==> src/sv/multi_queue_shared_buffer_top_defines.svh <==
// assertion macros for the shared-buffer queue block
`ifndef MULTI_QUEUE_SHARED_BUFFER_TOP_DEFINES_SVH
`define MULTI_QUEUE_SHARED_BUFFER_TOP_DEFINES_SVH

// same-cycle implication, checked on the rising clock, off during reset
`define MQSB_ASSERT_NOW(lbl, pre, post, msg) \
   lbl: assert property (@(posedge clock) disable iff (reset) (pre) |-> (post)) else $error(msg);

// implication checked a fixed number of cycles later
`define MQSB_ASSERT_LATER(lbl, pre, dly, post, msg) \
   lbl: assert property (@(posedge clock) disable iff (reset) (pre) |-> ##dly (post)) \
      else $error(msg);

`endif

==> src/sv/mqsb_pkg.sv <==
// shared types and constants of the shared-buffer queue block
package mqsb_pkg;

   // sizing
   localparam int CAPACITY   = 16;
   localparam int QUEUES     = 4;
   localparam int DATA_WIDTH = 32;

   // fixed port field widths
   localparam int REQ_DATA_W = 32;
   localparam int RSP_DATA_W = 32;
   localparam int QIDX_W     = 2;
   localparam int STATUS_W   = 2;

   // derived widths
   localparam int SLOT_W  = (CAPACITY > 1) ? $clog2(CAPACITY) : 1;
   localparam int LINK_W  = $clog2(CAPACITY + 1);
   localparam int QUEUE_W = (QUEUES > 1) ? $clog2(QUEUES) : 1;
   localparam int STORE_W = (DATA_WIDTH < REQ_DATA_W) ? DATA_WIDTH : REQ_DATA_W;

   // a link equal to the capacity marks the end of a chain
   localparam logic [LINK_W-1:0] NULL_LINK = LINK_W'(CAPACITY);

   typedef enum logic {
      OP_PUSH = 1'b0,
      OP_POP  = 1'b1
   } op_type;

   typedef enum logic [STATUS_W-1:0] {
      ST_OK    = 2'd0,
      ST_FULL  = 2'd1,
      ST_EMPTY = 2'd2
   } status_type;

   typedef logic [LINK_W-1:0] link_type;

endpackage

==> src/sv/multi_queue_shared_buffer_top.sv <==
// Several FIFO queues sharing one slot store, chained through a link store and a free list.
// Items are accepted in every cycle (busy is always low); each item gives one result, strobed
// on rsp_valid after the request and result registers. The request is registered, then one pass
// of logic reads the queue pointers and the one link entry it needs and updates them before
// the next item arrives, so back-to-back items on the same queue need no forwarding. The
// receiver cannot stall: a result is present for exactly one cycle. Push reports full when
// no slot is free, pop reports empty (with zero data) when the queue has nothing.
`include "multi_queue_shared_buffer_top_defines.svh"

module multi_queue_shared_buffer_top (
   input  logic                                clock,
   input  logic                                reset,
   input  logic                                start,
   output logic                                busy,
   input  logic                                req_operation,
   input  logic [mqsb_pkg::QIDX_W-1:0]         req_queue_index,
   input  logic signed [mqsb_pkg::REQ_DATA_W-1:0] req_data_in,
   output logic                                rsp_valid,
   output logic signed [mqsb_pkg::RSP_DATA_W-1:0] rsp_data_out,
   output logic [mqsb_pkg::STATUS_W-1:0]       rsp_status
);
   import mqsb_pkg::*;

   // request register
   logic                  in_vld_ff;
   logic                  in_op_ff;
   logic [QIDX_W-1:0]     in_q_ff;
   logic [STORE_W-1:0]    in_data_ff;

   // queue state
   link_type              head_ff [QUEUES];
   link_type              head_in [QUEUES];
   link_type              tail_ff [QUEUES];
   link_type              tail_in [QUEUES];
   link_type              free_head_ff;
   link_type              free_head_in;
   link_type              link_ff [CAPACITY];
   logic [CAPACITY-1:0]   link_vld_ff;
   logic [STORE_W-1:0]    value_ff [CAPACITY];

   // result register
   logic                  rsp_valid_ff;
   logic [RSP_DATA_W-1:0] rsp_data_ff;
   logic [RSP_DATA_W-1:0] rsp_data_in;
   status_type            rsp_status_ff;
   status_type            rsp_status_in;

   // update strobes
   logic                  link_we;
   logic [SLOT_W-1:0]     link_wa;
   link_type              link_wd;
   logic                  value_we;
   logic [SLOT_W-1:0]     value_wa;

   // working signals
   logic [QUEUE_W-1:0]    q;
   link_type              head;
   link_type              tail;
   link_type              rd_addr;
   logic [SLOT_W-1:0]     rd_idx;
   link_type              link_rd;
   logic                  free_ok;
   logic                  head_ok;

   assign busy = 1'b0;

   // capture the request
   always_ff @(posedge clock) begin
      if (reset) begin
         in_vld_ff <= 1'b0;
      end else begin
         in_vld_ff <= start;
      end
      if (start) begin
         in_op_ff   <= req_operation;
         in_q_ff    <= req_queue_index;
         in_data_ff <= req_data_in[STORE_W-1:0];
      end
   end

   // pointer lookup and one-pass queue update
   always_comb begin
      q       = QUEUE_W'(in_q_ff % QUEUES);
      head    = head_ff[q];
      tail    = tail_ff[q];
      free_ok = (free_head_ff < NULL_LINK);
      head_ok = (head < NULL_LINK);
      rd_addr = (in_op_ff == OP_POP) ? head : free_head_ff;
      rd_idx  = rd_addr[SLOT_W-1:0];
      // unwritten links still follow the reset chain
      link_rd = link_vld_ff[rd_idx] ? link_ff[rd_idx] : (LINK_W'(rd_idx) + LINK_W'(1));

      head_in       = head_ff;
      tail_in       = tail_ff;
      free_head_in  = free_head_ff;
      link_we       = 1'b0;
      link_wa       = tail[SLOT_W-1:0];
      link_wd       = free_head_ff;
      value_we      = 1'b0;
      value_wa      = free_head_ff[SLOT_W-1:0];
      rsp_data_in   = '0;
      rsp_status_in = ST_OK;

      if (in_vld_ff) begin
         if (in_op_ff == OP_PUSH) begin
            if (!free_ok) begin
               rsp_status_in = ST_FULL;
            end else begin
               free_head_in = link_rd;
               if (!head_ok) begin
                  head_in[q] = free_head_ff;
               end else begin
                  // append after the current tail
                  link_we = 1'b1;
                  link_wa = tail[SLOT_W-1:0];
                  link_wd = free_head_ff;
               end
               tail_in[q] = free_head_ff;
               value_we   = 1'b1;
            end
         end else begin
            if (!head_ok) begin
               rsp_status_in = ST_EMPTY;
            end else begin
               // the tail's link is stale, so the last item ends the chain by compare
               head_in[q]   = (head == tail) ? NULL_LINK : link_rd;
               link_we      = 1'b1;
               link_wa      = head[SLOT_W-1:0];
               link_wd      = free_head_ff;
               free_head_in = head;
               rsp_data_in  = RSP_DATA_W'(value_ff[head[SLOT_W-1:0]]);
            end
         end
      end
   end

   // pointer and link registers
   always_ff @(posedge clock) begin
      if (reset) begin
         head_ff      <= '{default: NULL_LINK};
         tail_ff      <= '{default: NULL_LINK};
         free_head_ff <= '0;
         link_vld_ff  <= '0;
      end else begin
         head_ff      <= head_in;
         tail_ff      <= tail_in;
         free_head_ff <= free_head_in;
         if (link_we) begin
            link_vld_ff[link_wa] <= 1'b1;
         end
      end
      if (link_we) begin
         link_ff[link_wa] <= link_wd;
      end
   end

   // slot values
   always_ff @(posedge clock) begin
      if (value_we) begin
         value_ff[value_wa] <= in_data_ff;
      end
   end

   // result register
   always_ff @(posedge clock) begin
      if (reset) begin
         rsp_valid_ff <= 1'b0;
      end else begin
         rsp_valid_ff <= in_vld_ff;
      end
      rsp_data_ff   <= rsp_data_in;
      rsp_status_ff <= rsp_status_in;
   end

   assign rsp_valid    = rsp_valid_ff;
   assign rsp_data_out = rsp_data_ff;
   assign rsp_status   = rsp_status_ff;

   // checks
   `MQSB_ASSERT_LATER(a_one_result_per_item, start, 2, rsp_valid,
      "accepted item gave no result")
   `MQSB_ASSERT_NOW(a_fail_data_zero, rsp_valid && (rsp_status != ST_OK), rsp_data_out == '0,
      "failed request returned data")
   `MQSB_ASSERT_NOW(a_full_means_no_free, rsp_valid && (rsp_status == ST_FULL),
      free_head_ff == NULL_LINK, "full reported while a slot is free")

endmodule

==> config.mk <==
export PLATFORM = sky130hd
export DESIGN_NAME = multi_queue_shared_buffer_top
export DESIGN_NICKNAME = d
export VERILOG_FILES = /design/src/sv/mqsb_pkg.sv /design/src/sv/multi_queue_shared_buffer_top.sv
export VERILOG_INCLUDE_DIRS = /design/src /design/src/sv
export SDC_FILE = /design/constraint.sdc
export NUM_CORES = 1
export LEC_CHECK = 0
export CORE_UTILIZATION = 30
export DETAILED_ROUTE_END_ITERATION = 12
export DONT_BUFFER_PORTS = 1
export MAX_ROUTING_LAYER = met4
export PLACE_DENSITY = 0.46
export SLEW_MARGIN = 10
export SYNTH_ARGS = -nofsm -noshare
export SYNTH_HDL_FRONTEND = slang
export SYNTH_SLANG_ARGS = --single-unit
==> constraint.sdc <==
create_clock -name clock -period 5.8 [get_ports clock]
set_input_delay 0.87 -clock clock [delete_from_list [all_inputs] [get_ports clock]]
set_output_delay 0.87 -clock clock [all_outputs]
set_load 0.005 [all_outputs]
==> results.py, run 1 <==
metrics = {
    "clock_tree": {
        "holdBufCountCts": 0,
        "clock_tree.buffer_depth": 3,
        "cts_tree": "yes",
        "cts_inserted_buffers": 80,
        "clock_latency_ns": 0.64,
        "clock_sinks": 724,
        "path_clk_slew_ns": 0.06,
        "ctsRootBufferMaster": "clkbuf_16",
        "h-tree-depth": 3,
        "post_cts_buffers": 0,
        "post_cts_resize_count": 0,
    },
    "floorplan": {
        "num_rows": 110,
        "core_um2": 90700,
        "die_w_um": 306,
        "die-area_um2": 93400,
        "die_h_um": 306,
        "initial_core_util_pct": 30.5,
        "ios": 74,
    },
    "global_route": {
        "grt_pass1_wl_um": 99900,
        "antenna_found_initial": 4,
        "grt_overflow": 0,
        "grt.total_usage_pct": 15.1,
        "grt_use_met2_pct": 24.1,
        "met3_usage_pct": 2.85,
        "busiest_layer": "met2",
        "grt_max_degree": 66,
        "globalRouteMet1Util_pct": 19.8,
        "grt_pass1_vias": 14434,
    },
    "placement": {
        "io_buffers": 0,
        "dpl.hpwl_um": 37300,
        "place_area_um2": 29200,
        "pre_cts_slack_ns": 1.29,
        "globalplace.congestion": 0.825,
    },
    "synth": {
        "synth_top_cell_by_area": "edfxtp_1",
        "async_flop_share_pct": 0,
        "synth_edf_count": 627,
        "netlist_area_um2": 27700,
        "synthFlopType": "edfxtp_1",
        "synth_top_family_by_area": "multiplexers",
        "synth_top_area_share_pct": 68.1,
        "avgSynthCellArea_um2": 18.7,
        "synth_adder_area_share_pct": 0.0452,
        "yosysSeqAreaShare_pct": 75.1,
        "synthMuxAreaShare_pct": 15.4,
        "synth_compound_area_share_pct": 3.80,
        "synthCells": 1479,
        "synth_xor_area_share_pct": 0.222,
        "yosys_register_bits": 724,
        "synth_nets": 1518,
        "ys_warn_count": 0,
        "ys_types": 57,
        "yosys.area_share.simple_pct": 4.16,
        "synth_area_leaders": "edfxtp_1 68%, mux4_2 11%, dfxtp_1 7.0%",
    },
    "setup_path": {
        "r2r_cells": 11,
        "crit_arrival_ns": 4.99,
        "crit_slowest_cell": "edfxtp_1",
        "regToRegSetupSlack_ns": 1.32,
        "cp.required_ns": 6.31,
        "endpoint_kind": "flip-flop",
        "cpMostUsedCell": "a22oi_1",
        "worstPathMaxFanout": 27,
        "worstSetupPathType": "reg -> reg",
        "crit_chain": "mux4_4 -> a21oi_4 -> inv_2 -> buf_4 -> nand2_1 -> a22oi_1 -> o21ai_1 -> o22ai_4 -> mux2_2 -> a22oi_1 -> o21ai_0",
        "r2r_end": "head_ff[3]",
        "startpoint_type": "flip-flop",
        "cpPeakStageDelay_ns": 1.02,
        "reg2reg_from": "in_q_ff[1]",
    },
    "cells_and_area": {
        "layout.nets": 1567,
        "layout_common_cells": "627 x edfxtp_1, 134 x mux4_2, 97 x dfxtp_1",
        "final_core_util_pct": 35.1,
        "final_cell_area_um2": 31900,
        "final_common_cell": "edfxtp_1",
        "layout-drive-gt1-share_pct": 22.8,
        "area_growth_pct": 15.2,
    },
    "timing": {
        "setup_viol_count_final": 0,
        "fin_skew_ns": 0.0384,
        "min_period_ns": 4.48,
        "max_freq_ghz": 0.223,
        "rsz0062_at_grt": "no",
        "setup_slack_ns": 1.32,
        "max_slew.worst_pin.slew_ns": 1.07,
        "maxSlewViolCount": 0,
        "finalHoldViolCount": 0,
        "slew_headroom_pct": 28.2,
        "finalSetupTns_ns": 0,
        "fin_crit_sh_pct": 77.2,
    },
    "routing": {
        "via_per_inst": 4.99,
        "num_vias": 13833,
        "ant_nets": 0,
        "wl_per_cell_um": 24.6,
        "drtIter0Drc": 976,
        "drc_errors": 0,
        "routed_wl_um": 68100,
        "dr.pass1.iters": 5,
    },
    "hold_path": {
        "worst_hold_path.endpoint": "rsp_valid",
        "hold_path_class": "in -> reg",
        "min_from": "reset",
        "holdPathStages": 1,
    },
    "flow_run": {
        "drv_cap": 0,
    },
    "status": {
        "outcome": "completed",
    },
    "pwr": {
        "p_leak_uw": 0.00988,
        "power_density_nw_per_um2": 348,
        "ir_drop_mv": 0.233,
    },
}
cells by family after synthesis:
logic type | after synthesis
mux | 249
buf+inv | 78
xor+xnor | 7
fa+ha+maj | 1
compound gates | 153
other cells | 1
simple gates | 266
flops | 724
cells in the mapped netlist (5+ instances only):
cell type / count
a211oi_1: 34
a21oi_1: 33
a31oi_1: 7
and2_1: 7
buf_1: 14
buf_2: 15
buf_4: 5
clkbuf_1: 38
dfxtp_1: 97
edfxtp_1: 627
mux2_2: 37
mux2i_1: 73
mux4_2: 138
nand2_1: 83
nand2b_1: 7
nand3_1: 26
nor2_1: 105
nor2b_1: 13
nor3_1: 11
o21a_1: 12
o21ai_0: 27
o22ai_1: 7
xnor2_1: 5
through the flow:
stage	total power, uW	hold slack [ns]	cells
floorplan	6060	0.418	1479
global placement	6160	0.432	2622
detailed placement	6170	0.439	2622
CTS	11200	0.267	2770
global route	11400	0.272	2772
finish	11100	0.316	2772
state kept, by name (all words and copies together) (netlist names):
name	cells
free_head_ff	5
head_ff	20
in_data_ff	32
in_op_ff	1
in_q_ff	2
in_vld_ff	1
link_ff	80
link_vld_ff	16
rsp_data_out	32
rsp_status	2
rsp_valid	1
tail_ff	20
value_ff	512
per-layer routing:
metal,vias to the layer above,routed length (um)
li1,6032,-
met1,7374,30300
met2,319,33500
met3,108,3090
met4,0,1320
met5,-,0
area by class of cell:
cell class | count | area (um^2)
Tap cell | 1176 | 1470
Clock inverter | 48 | 473
Clock buffer | 100 | 2160
Timing Repair Buffer | 41 | 308
Antenna cell | 2 | 5.00
Sequential cell | 724 | 20800
Multi-Input combinational cell | 677 | 6670
Inverter | 4 | 15.0
Fill cell | 8450 | 58800
worst max-delay path by stage:
stage / slack, ns / endpoint / depth (start not counted) / from
2_1_floorplan: 1.23 / value_ff[3][0] / 6 / in_op_ff
3_5_place_dp: 1.29 / head_ff[3] / 10 / in_q_ff[0]
5_1_grt: 0.96 / head_ff[5] / 11 / in_q_ff[0]
3_3_place_gp: 1.42 / head_ff[3] / 11 / in_q_ff[0]
4_1_cts: 1.31 / head_ff[3] / 10 / in_q_ff[0]
6_report: 1.32 / head_ff[3] / 11 / in_q_ff[1]
worst max-delay path, delay by kind of cell (launching register included):
kind                   cells  cell delay (ns)
multiplexers               2             1.27
AO/OA/AOI/OAI              6             1.13
flip-flops                 1             1.02
buffers and inverters      2             0.82
AND/OR/NAND/NOR            1             0.09
where the power goes:
part           internal [uW]  switching (uW)
Combinational           97.6             137
Clock                   2930            2100
Sequential              5720            93.2
Power figures use the tool's default switching activity.
==> inputs of run 2 (changes only) <==
clock period = 4.4 ns   (was 5.8 ns; I/O delays follow)
==> run 2 against run 1 <==
Net effect: final cell count rose by 0.40%; die area unchanged; setup slack worse by 0.59 ns; clock skew down 0.013 ns; non-clock buffer count rose by 11; design area increased by 0.58%; sequential power increased by 32%; hold slack worse by 0.19 ns; critical path type unchanged; critical endpoint unchanged.
==> results.py, run 2 (same netlist as run 1, synthesis figures left out) <==
metrics = {
    "status": {
        "outcome": "completed",
    },
    "global_route": {
        "grt_overflow": 0,
        "antenna_found_initial": 3,
        "grt_pass1_wl_um": 99500,
        "grt_max_degree": 131,
        "grt.total_usage_pct": 15.0,
        "grt_pass1_vias": 14460,
    },
    "placement": {
        "dpl.hpwl_um": 35900,
        "io_buffers": 0,
        "dp.cells": 2633,
        "place_area_um2": 29400,
        "globalplace.congestion": 0.793,
    },
    "routing": {
        "ant_nets": 0,
        "drc_errors": 0,
        "wl_per_cell_um": 24.2,
        "routed_wl_um": 67400,
        "num_vias": 13765,
        "dr.pass1.iters": 5,
        "via_per_inst": 4.95,
        "drtIter0Drc": 1095,
    },
    "floorplan": {
        "initial_core_util_pct": 30.5,
        "core_um2": 90700,
        "die-area_um2": 93400,
        "die_h_um": 306,
        "die_w_um": 306,
        "num_rows": 110,
        "ios": 74,
    },
    "pwr": {
        "power_density_nw_per_um2": 454,
        "p_leak_uw": 0.00996,
        "ir_drop_mv": 0.275,
    },
    "clock_tree": {
        "clock_latency_ns": 0.62,
        "holdBufCountCts": 0,
        "cts_tree": "yes",
        "h-tree-depth": 3,
        "ctsRootBufferMaster": "clkbuf_16",
        "path_clk_slew_ns": 0.06,
        "post_cts_buffers": 0,
        "clock_sinks": 724,
        "clock_tree.buffer_depth": 3,
        "post_cts_resize_count": 0,
        "cts_inserted_buffers": 80,
    },
    "setup_path": {
        "cpMostUsedCell": "mux2i_1",
        "endpoint_kind": "flip-flop",
        "cpPeakStageDelay_ns": 0.91,
        "crit_slowest_cell": "mux4_4",
        "startpoint_type": "flip-flop",
        "crit_arrival_ns": 4.14,
        "crit_family": "multiplexers",
        "worstPathMaxFanout": 20,
        "cp.required_ns": 4.88,
        "crit_buf_inv": 1,
        "worstSetupPathType": "reg -> reg",
        "crit_chain": "buf_4 -> mux4_4 -> a21oi_4 -> mux2i_1 -> mux2i_1 -> o22ai_1 -> nor2_1 -> mux2_2 -> a22oi_1 -> o21ai_0",
    },
    "timing": {
        "max_slew.worst_pin.slew_ns": 0.978,
        "rsz0062_at_grt": "no",
        "fin_crit_sh_pct": 83.3,
        "setup_viol_count_final": 0,
        "fin_skew_ns": 0.0255,
        "min_period_ns": 3.67,
        "maxSlewViolCount": 0,
        "finalHoldViolCount": 0,
        "max_freq_ghz": 0.273,
        "slew_headroom_pct": 34.8,
        "finalSetupTns_ns": 0,
    },
    "cells_and_area": {
        "layout-drive-gt1-share_pct": 23.3,
        "final_cell_area_um2": 32100,
        "reg_top3": "value_ff: 512 flops, link_ff: 80 flops",
        "fin_cells": 2783,
        "regMostFlops": "value_ff",
        "layout.nets": 1578,
        "final_common_cell": "edfxtp_1",
        "layout_common_cells": "627 x edfxtp_1, 134 x mux4_2, 97 x dfxtp_1",
        "largest_reg_flops": 512,
        "area_growth_pct": 15.9,
        "final_core_util_pct": 35.3,
    },
    "hold_path": {
        "hold_path_class": "in -> reg",
    },
    "flow_run": {
        "drv_cap": 0,
    },
}
[run 2: final timing paths]
path	startpoint	endpoint	slack, ns	cells after the start
worst min register to register	tail_ff[14]	tail_ff[14]	0.45	2
worst max-delay path	in_q_ff[0]	head_ff[3]	0.73	10
worst min-delay path	reset	rsp_valid	0.12	1
worst max register to register	in_q_ff[0]	head_ff[3]	0.73	10
[run 2: through the flow]
stage	setup slack [ns]	total power, uW	hold WS [ns]
3_5_place_dp	0.722	8130	0.443
6_report	0.734	14600	0.123
5_1_grt	0.479	15000	0.0914
4_1_cts	0.693	14800	0.0801
3_3_place_gp	0.813	8120	0.431
2_1_floorplan	0.149	7990	0.418
[run 2: worst reg2reg max path: stages, from the launching register on]
cell and delay [ns]:
edfxtp_1 0.53, buf_4 0.33, mux4_4 0.92, a21oi_4 0.41, mux2i_1 0.26, mux2i_1 0.10
o22ai_1 0.19, nor2_1 0.09, mux2_2 0.32, a22oi_1 0.24, o21ai_0 0.15
[run 2: layout make-up]
type	count	area (um^2)
antenna	2	5.00
clock buffer	113	2250
clock inverter	35	368
fill	8413	58600
inverter	4	15.0
multi-input combinational	677	6680
sequential	724	20800
tap	1176	1470
timing repair buffer	52	503
[run 2: where the power goes]
part	total, uW	internal [uW]	switching (uW)
sequential	7660	7540	114
clock	6590	3880	2710
combinational	323	134	188
[run 2: metal layers]
| metal | wire, um | global-route usage (%) |
|---|---|---|
| met1 | 30500 | 19.6 |
| met3 | 2990 | 2.68 |
| met4 | 1330 | 3.97 |
| met5 | 0 | - |
| met2 | 32600 | 24.0 |
